### src/rtl/core/pfkr_pkg.sv
package pfkr_pkg;

  localparam int QUEUE_DEPTH_DEF = 16;
  localparam int FUNC_W          = 2;
  localparam int PID_W           = 8;
  localparam int COUNT_OUT_W     = 5;

  // Operation codes carried by func.
  localparam logic [FUNC_W-1:0] FUNC_ENQ    = 2'd0;
  localparam logic [FUNC_W-1:0] FUNC_DEQ    = 2'd1;
  localparam logic [FUNC_W-1:0] FUNC_REMOVE = 2'd2;

  // One result as it travels from the sequencer to the output register.
  typedef struct packed {
    logic                   found;
    logic [PID_W-1:0]       out_pid;
    logic                   full_reject;
    logic [COUNT_OUT_W-1:0] count_after;
  } result_t;

endpackage

### src/rtl/core/pfkr_ram.sv
module pfkr_ram #(
  parameter int DEPTH = pfkr_pkg::QUEUE_DEPTH_DEF,
  parameter int WIDTH = pfkr_pkg::PID_W
) (
  input  logic                     clk,
  input  logic                     we,
  input  logic [$clog2(DEPTH)-1:0] waddr,
  input  logic [WIDTH-1:0]         wdata,
  input  logic                     re,
  input  logic [$clog2(DEPTH)-1:0] raddr,
  output logic [WIDTH-1:0]         rdata
);

  logic [WIDTH-1:0] mem [DEPTH];

  always_ff @(posedge clk) begin
    if (we) begin
      mem[waddr] <= wdata;
    end
  end

  always_ff @(posedge clk) begin
    if (re) begin
      rdata <= mem[raddr];
    end
  end

endmodule

### src/rtl/core/pfkr_ctrl.sv
module pfkr_ctrl #(
  parameter int QUEUE_DEPTH = pfkr_pkg::QUEUE_DEPTH_DEF
) (
  input  logic                           clk,
  input  logic                           rst,
  input  logic                           in_valid,
  output logic                           in_ready,
  input  logic [pfkr_pkg::FUNC_W-1:0]    func,
  input  logic [pfkr_pkg::PID_W-1:0]     pid,
  input  logic                           res_free,
  output logic                           res_load,
  output pfkr_pkg::result_t              res,
  output logic                           ram_we,
  output logic [$clog2(QUEUE_DEPTH)-1:0] ram_waddr,
  output logic [pfkr_pkg::PID_W-1:0]     ram_wdata,
  output logic                           ram_re,
  output logic [$clog2(QUEUE_DEPTH)-1:0] ram_raddr,
  input  logic [pfkr_pkg::PID_W-1:0]     ram_rdata
);
  import pfkr_pkg::*;

  localparam int AW = $clog2(QUEUE_DEPTH);
  localparam int CW = $clog2(QUEUE_DEPTH + 1);
  localparam logic [AW-1:0] LAST_PTR   = AW'(QUEUE_DEPTH - 1);
  localparam logic [CW-1:0] FULL_COUNT = CW'(QUEUE_DEPTH);
  localparam logic [CW:0]   WRAP_SUM   = (CW+1)'(QUEUE_DEPTH);

  localparam logic [1:0] S_IDLE  = 2'd0;
  localparam logic [1:0] S_DEQ   = 2'd1;
  localparam logic [1:0] S_SCAN  = 2'd2;
  localparam logic [1:0] S_SHIFT = 2'd3;

  logic [1:0]       state, state_next;
  logic [AW-1:0]    head, head_next;
  logic [CW-1:0]    count, count_next;
  logic [AW-1:0]    rd_ptr, rd_ptr_next;
  logic [AW-1:0]    wr_ptr, wr_ptr_next;
  logic [CW-1:0]    idx, idx_next;
  logic [PID_W-1:0] key, key_next;
  logic [PID_W-1:0] got, got_next;

  logic [CW:0]   tail_sum;
  logic [AW-1:0] tail;
  logic [CW-1:0] count_last;
  logic          accept;

  function automatic logic [AW-1:0] ptr_inc(input logic [AW-1:0] p);
    return (p == LAST_PTR) ? '0 : p + 1'b1;
  endfunction

  function automatic logic [COUNT_OUT_W-1:0] out_count(input logic [CW-1:0] c);
    logic [CW+COUNT_OUT_W-1:0] w;
    w = {{COUNT_OUT_W{1'b0}}, c};
    return w[COUNT_OUT_W-1:0];
  endfunction

  // The tail slot wraps around the circular store.
  assign tail_sum   = (CW+1)'(head) + (CW+1)'(count);
  assign tail       = (tail_sum >= WRAP_SUM) ? AW'(tail_sum - WRAP_SUM) : AW'(tail_sum);
  assign count_last = count - 1'b1;

  assign in_ready = (state == S_IDLE) && res_free;
  assign accept   = in_valid && in_ready;

  always_comb begin
    state_next  = state;
    head_next   = head;
    count_next  = count;
    rd_ptr_next = rd_ptr;
    wr_ptr_next = wr_ptr;
    idx_next    = idx;
    key_next    = key;
    got_next    = got;
    ram_we      = 1'b0;
    ram_waddr   = wr_ptr;
    ram_wdata   = ram_rdata;
    ram_re      = 1'b0;
    ram_raddr   = head;
    res_load    = 1'b0;
    res         = '0;

    unique case (state)
      S_IDLE: begin
        if (accept) begin
          unique case (func)
            FUNC_ENQ: begin
              res_load = 1'b1;
              if (count == FULL_COUNT) begin
                res.full_reject = 1'b1;
              end else begin
                ram_we     = 1'b1;
                ram_waddr  = tail;
                ram_wdata  = pid;
                count_next = count + 1'b1;
              end
            end
            FUNC_DEQ: begin
              if (count == '0) begin
                res_load = 1'b1;
              end else begin
                ram_re     = 1'b1;
                ram_raddr  = head;
                state_next = S_DEQ;
              end
            end
            FUNC_REMOVE: begin
              key_next = pid;
              if (count == '0) begin
                res_load = 1'b1;
              end else begin
                ram_re      = 1'b1;
                ram_raddr   = head;
                rd_ptr_next = head;
                idx_next    = '0;
                state_next  = S_SCAN;
              end
            end
            default: begin
              res_load = 1'b1;
            end
          endcase
        end
      end

      S_DEQ: begin
        res_load    = 1'b1;
        res.found   = 1'b1;
        res.out_pid = ram_rdata;
        head_next   = ptr_inc(head);
        count_next  = count_last;
        state_next  = S_IDLE;
      end

      S_SCAN: begin
        if (ram_rdata == key) begin
          if (idx == '0) begin
            // Match at the head: just advance the head.
            head_next   = ptr_inc(head);
            count_next  = count_last;
            res_load    = 1'b1;
            res.found   = 1'b1;
            res.out_pid = ram_rdata;
            state_next  = S_IDLE;
          end else if (idx == count_last) begin
            // Match at the tail: just drop it.
            count_next  = count_last;
            res_load    = 1'b1;
            res.found   = 1'b1;
            res.out_pid = ram_rdata;
            state_next  = S_IDLE;
          end else begin
            // Match in the middle: close the gap by moving later entries up.
            got_next    = ram_rdata;
            wr_ptr_next = rd_ptr;
            rd_ptr_next = ptr_inc(rd_ptr);
            ram_re      = 1'b1;
            ram_raddr   = ptr_inc(rd_ptr);
            idx_next    = idx + 1'b1;
            state_next  = S_SHIFT;
          end
        end else if (idx == count_last) begin
          res_load   = 1'b1;
          state_next = S_IDLE;
        end else begin
          rd_ptr_next = ptr_inc(rd_ptr);
          ram_re      = 1'b1;
          ram_raddr   = ptr_inc(rd_ptr);
          idx_next    = idx + 1'b1;
        end
      end

      S_SHIFT: begin
        ram_we    = 1'b1;
        ram_waddr = wr_ptr;
        ram_wdata = ram_rdata;
        if (idx == count_last) begin
          count_next  = count_last;
          res_load    = 1'b1;
          res.found   = 1'b1;
          res.out_pid = got;
          state_next  = S_IDLE;
        end else begin
          wr_ptr_next = rd_ptr;
          rd_ptr_next = ptr_inc(rd_ptr);
          ram_re      = 1'b1;
          ram_raddr   = ptr_inc(rd_ptr);
          idx_next    = idx + 1'b1;
        end
      end
    endcase

    res.count_after = out_count(count_next);
  end

  always_ff @(posedge clk) begin
    if (rst) begin
      state <= S_IDLE;
      head  <= '0;
      count <= '0;
    end else begin
      state <= state_next;
      head  <= head_next;
      count <= count_next;
    end
  end

  always_ff @(posedge clk) begin
    rd_ptr <= rd_ptr_next;
    wr_ptr <= wr_ptr_next;
    idx    <= idx_next;
    key    <= key_next;
    got    <= got_next;
  end

endmodule

### src/rtl/core/process_fifo_with_keyed_removal.sv
// Enqueue, unused codes and requests on an empty queue pass their result to the output register
// in the cycle they are taken; dequeue first reads the head identifier, and remove-by-id scans
// the entries held from the head, reading the identifier memory once per cycle as it scans
// for the match and closes any gap. Input waits until the last transaction's result is loaded.
// Reset (rst, synchronous, active high) empties the queue and drops any pending result;
// the identifier memory itself is not cleared and needs no clearing pass.
module process_fifo_with_keyed_removal #(
  parameter int QUEUE_DEPTH = pfkr_pkg::QUEUE_DEPTH_DEF
) (
  input  logic                             clk,
  input  logic                             rst,
  input  logic                             in_valid,
  output logic                             in_ready,
  input  logic [pfkr_pkg::FUNC_W-1:0]      func,
  input  logic [pfkr_pkg::PID_W-1:0]       pid,
  output logic                             out_valid,
  input  logic                             out_ready,
  output logic                             found,
  output logic [pfkr_pkg::PID_W-1:0]       out_pid,
  output logic                             full_reject,
  output logic [pfkr_pkg::COUNT_OUT_W-1:0] count_after
);
  import pfkr_pkg::*;

  localparam int AW = $clog2(QUEUE_DEPTH);

  // The queue lives in a circular store of identifiers. The sequencer keeps the head
  // pointer and the entry count in flip-flops and reaches the identifiers only through
  // a memory with one write port and one registered read port.
  logic             ram_we;
  logic [AW-1:0]    ram_waddr;
  logic [PID_W-1:0] ram_wdata;
  logic             ram_re;
  logic [AW-1:0]    ram_raddr;
  logic [PID_W-1:0] ram_rdata;

  // A finished result is handed over as one struct and held in the output register
  // until the downstream side takes the transaction.
  logic    res_free;
  logic    res_load;
  result_t res;
  result_t res_q;

  pfkr_ram #(
    .DEPTH (QUEUE_DEPTH),
    .WIDTH (PID_W)
  ) u_ram (
    .clk   (clk),
    .we    (ram_we),
    .waddr (ram_waddr),
    .wdata (ram_wdata),
    .re    (ram_re),
    .raddr (ram_raddr),
    .rdata (ram_rdata)
  );

  pfkr_ctrl #(
    .QUEUE_DEPTH (QUEUE_DEPTH)
  ) u_ctrl (
    .clk       (clk),
    .rst       (rst),
    .in_valid  (in_valid),
    .in_ready  (in_ready),
    .func      (func),
    .pid       (pid),
    .res_free  (res_free),
    .res_load  (res_load),
    .res       (res),
    .ram_we    (ram_we),
    .ram_waddr (ram_waddr),
    .ram_wdata (ram_wdata),
    .ram_re    (ram_re),
    .ram_raddr (ram_raddr),
    .ram_rdata (ram_rdata)
  );

  // The output slot counts as free when it is empty or is being emptied in this cycle,
  // so a new transaction can be taken in the same cycle that the old result leaves.
  assign res_free = !out_valid || out_ready;

  always_ff @(posedge clk) begin
    if (rst) begin
      out_valid <= 1'b0;
    end else if (res_load) begin
      out_valid <= 1'b1;
    end else if (out_ready) begin
      out_valid <= 1'b0;
    end
  end

  always_ff @(posedge clk) begin
    if (res_load) begin
      res_q <= res;
    end
  end

  assign found       = res_q.found;
  assign out_pid     = res_q.out_pid;
  assign full_reject = res_q.full_reject;
  assign count_after = res_q.count_after;

endmodule

### config.mk
export PLATFORM = sky130hd
export DESIGN_NAME = process_fifo_with_keyed_removal
export DESIGN_NICKNAME = d
export VERILOG_FILES = /design/src/rtl/core/pfkr_pkg.sv /design/src/rtl/core/pfkr_ram.sv /design/src/rtl/core/pfkr_ctrl.sv /design/src/rtl/core/process_fifo_with_keyed_removal.sv
export SDC_FILE = /design/constraint.sdc
export NUM_CORES = 1
export LEC_CHECK = 0
export BUFFER_PORTS_ARGS = -buffer_cell sky130_fd_sc_hd__buf_2
export CAP_MARGIN = 10
export CORE_MARGIN = 2
export CORE_UTILIZATION = 61
export CTS_BUF_LIST = sky130_fd_sc_hd__clkbuf_2 sky130_fd_sc_hd__clkbuf_4 sky130_fd_sc_hd__clkbuf_8
export CTS_CLUSTER_DIAMETER = 40
export DETAILED_ROUTE_END_ITERATION = 6
export PLACE_DENSITY_LB_ADDON = 0.08
export SETUP_SLACK_MARGIN = 0.4
export SLEW_MARGIN = 0
export SYNTH_ARGS = -nofsm -noshare
export SYNTH_HDL_FRONTEND = slang
export SYNTH_SLANG_ARGS = --single-unit
### constraint.sdc
create_clock -name clk -period 4.7 [get_ports clk]
set_input_delay 0.235 -clock clk [delete_from_list [all_inputs] [get_ports clk]]
set_output_delay 0.235 -clock clk [all_outputs]
set_load 0.05 [all_outputs]
==> flow_summary.json <==
{
  "hp-class": "input port to flop",
  "synth-seq-area-share_pct": 62.69,
  "grt_util_all_layers_pct": 28.14,
  "synth_edf_count": 180,
  "die-area_um2": 15750,
  "critical-path-top-delay-family": "compound AO/OA/AOI/OAI gates",
  "die_h_um": 125.5,
  "syn-cell-area_um2": 9005,
  "postRouteAntennaNets": 0,
  "synth.avg_cell_area_um2": 13.30,
  "core_area_um2": 14480,
  "cp_slowest_cell": "dfxtp_1",
  "grt_overflow_total": 0,
  "fmax_ghz": 0.2490,
  "max_cap_violations": 0,
  "cts-root-buf": "clkbuf_8",
  "synthTopCellsByArea": "edfxtp_1, mux2i_1, dfxtp_1, nand3_1, ha_1",
  "grt_pass1_vias": 5831,
  "drt_iter0_drc": 709,
  "nFillCells": 1068,
  "portBuffers": 30,
  "leakagePower_nw": 3.143,
  "drtPass1Iterations": 7,
  "finalCritPeriodShare_pct": 85.44,
  "worstSetupEndpoint": "u_ram.rdata[6]$_DFFE_PP_",
  "synth_cells": 677,
  "synth_cell_types": 71,
  "synth_top_area_cell": "edfxtp_1",
  "use_met3_pct": 6.718,
  "wire_per_inst_um": 23.67,
  "p_total_mw": 3.480,
  "slew_headroom_pct": 29.92,
  "busiest_layer": "met2",
  "drive_gt1_share_pct": 15.06,
  "rsz0062_at_grt": "false",
  "cp_max_fo": 43,
  "grt_pass1_wl_mm": 33.26,
  "cp_cell_sequence": "inv_1 -> ha_1 -> xnor2_1 -> a211oi_4 -> o211a_1 -> o22a_1 -> nand2_4 -> mux2i_1 -> o22ai_1 -> or4b_1",
  "endpoint_kind": "flop",
  "cts_tree": "yes",
  "setup_viol": 0,
  "nets": 744,
  "arrival_ns": 4.23,
  "cts_num_sinks": 192,
  "ys_ff_latch": 192,
  "num_antenna_cells": 0,
  "ios": 31,
  "clock_latency_ns": 0.48,
  "setup_tns_ns": 0,
  "areaGrowthSynthToFinish_pct": 8.184,
  "cp.depth": 10,
  "critPathBufInv": 1,
  "drc": 0,
  "die_w_um": 125.5,
  "postCtsSetupBuffers": 0,
  "ff2ff_setup_slack_ns": 0.68,
  "r2r_start": "u_ctrl.count[0]$_SDFF_PP0_",
  "worst_slew_pin_slew_ns": 1.051,
  "clk_pin_slew_worst_paths_ns": 0.11,
  "num_vias": 5926,
  "num_rows": 44,
  "antenna_found_initial": 0,
  "crit_type": "flop to flop",
  "htreeDepth": 4,
  "p_per_area_nw_per_um2": 357.2,
  "period_needed_ns": 4.016,
  "synth_top_area_share_pct": 60.03,
  "worst_hold_slack_ns": 0.1144,
  "synth-async-reset-ratio_pct": 0,
  "r2r-end": "u_ram.rdata[6]$_DFFE_PP_",
  "routed_via_density": 6.526,
  "initial_utilization_pct": 62.19,
  "ys.flop_type": "edfxtp_1",
  "routed_wl_mm": 21.49,
  "use_met2_pct": 43.72,
  "syn_nets": 709,
  "use_met1_pct": 36.74,
  "clk_path_buf_depth": 2,
  "start_kind": "flop",
  "final_util_pct": 67.28,
  "cts_buffers": 17,
  "cp-startpoint": "u_ctrl.count[0]$_SDFF_PP0_",
  "grt_max_degree": 44,
  "max_stage_delay_ns": 0.58,
  "place_hpwl_mm": 14.91,
  "hold_depth": 2,
  "r2r.worst_path.cells": 10,
  "ir_worst_vdd_v": 0.0003034,
  "outcome": "completed",
  "hold_viol_final": 0,
  "clock_skew_ns": 0.01676,
  "place_congestion": 0.9518,
  "drv_slew": 0,
  "synth_warnings": 0,
  "cp.required_ns": 4.92
}
==> timing repair <==
action / CTS / global route
endpoints found under the hold margin: 8 / 0
setup endpoints to repair: 0 / 1
hold buffers: 8 / 0
resized for setup: 0 / 1
==> kinds of logic (layout without fill, tap and decap cells) <==
group	Yosys count	in the layout	share of synthesized area, %
buffers and inverters	48	95	2.598
muxes	57	57	6.669
xor gates and xnor gates	24	24	2.418
adders and majority gates	18	18	2.584
DFF	192	192	62.69
and+or+nand+nor	194	194	11.62
AOI/OAI and AO/OA	144	144	11.42
==> Yosys cell counts, drive strengths merged, types with 8 or more instances <==
library cell  instances
ha                   17
o22a                 14
dfxtp                12
mux2i                33
inv                  19
nor2b                 8
a21oi                26
nand2                37
edfxtp              180
o211ai               19
o21ai                37
buf                  15
nand3                45
nor2                 54
xnor2                18
a22oi                11
nand4                12
mux2                 24
clkbuf               13
==> metrics by stage <==
stage | instance area [um^2] | instances | setup slack, ns
global placement | 9271 | 869 | 0.9037
detailed placement | 9271 | 869 | 0.7683
finish | 9742 | 908 | 0.6844
floorplan | 9005 | 677 | 1.568
CTS | 9736 | 908 | 0.7250
global route | 9742 | 908 | 0.4505
==> report_power, final <==
part	switching (mW)	total, mW	internal (mW)
Combinational	0.324	0.465	0.141
Sequential	0.0450	1.98	1.94
Clock	0.639	1.03	0.392
Total	1.01	3.48	2.47
==> worst min-delay path by stage <==
stage / from / end
3_3_place_gp: pid[4] / u_ctrl.key[4]$_DFFE_PP_
3_5_place_dp: pid[4] / u_ctrl.key[4]$_DFFE_PP_
5_1_grt: rst / u_ctrl.head[2]$_SDFFE_PP0P_
2_1_floorplan: rst / u_ctrl.count[0]$_SDFF_PP0_
4_1_cts: rst / u_ctrl.head[1]$_SDFFE_PP0P_
6_report: rst / u_ctrl.head[1]$_SDFFE_PP0P_
==> flip-flops by register name (all words and copies together), names as in the netlist <==
signal	flops
found	1
u_ctrl.key	8
count_after	5
u_ram.rdata	8
u_ctrl.rd_ptr	4
u_ctrl.head	4
u_ctrl.got	8
u_ram.mem	128
full_reject	1
u_ctrl.count	5
u_ctrl.state	2
out_pid	8
u_ctrl.wr_ptr	4
u_ctrl.idx	5
out_valid	1
==> final cells by class <==
type	count	area, um^2	share of cell area [%]
inverters	20	75.07	0.7706
clock inverters	14	150.1	1.541
clock buffers	17	234.0	2.402
repair buffers	44	275.3	2.826
flip-flops and latches	192	5645	57.95
multi-input cells	437	3132	32.15
well taps	184	230.2	2.363
==> per-layer routing <==
metal / vias up / part of all wire, %
li1: 2676 / -
met3: 70 / 7.4
met2: 308 / 47
met5: - / 0
met4: 0 / 5.5
met1: 2872 / 40
==> worst reg2reg max path, delay by kind of cell, from the launching register on <==
family / cells / cell delay, ns
muxes: 1 / 0.32
adders and majority gates: 1 / 0.38
DFF: 1 / 0.58
and+or+nand+nor: 2 / 0.93
xor gates and xnor gates: 1 / 0.19
AOI/OAI and AO/OA: 4 / 1.22
buffers and inverters: 1 / 0.15
==> placed cells by master, fill, tap and decap left out, types with 3 or more instances in the layout <==
master / instances
or3_1: 5
mux2_1: 7
buf_2: 30
nand2b_1: 4
edfxtp_1: 180
nand4_1: 12
nor2_1: 52
a211oi_1: 5
nor2b_1: 8
and4_1: 3
and2_1: 4
a31oi_1: 6
xor2_1: 5
a22oi_1: 10
clkbuf_8: 17
nand2_1: 35
a21oi_1: 26
inv_8: 3
o211ai_1: 17
o22a_1: 14
o21ai_0: 35
nor3_1: 3
inv_1: 19
dlygate4sd3_1: 8
nand3_1: 44
clkinv_4: 4
clkinv_8: 3
nand3b_1: 3
ha_1: 17
mux2_2: 17
mux2i_1: 33
dfxtp_1: 12
o22ai_1: 3
buf_4: 6
xnor2_1: 18
Power figures use the tool's default switching activity.
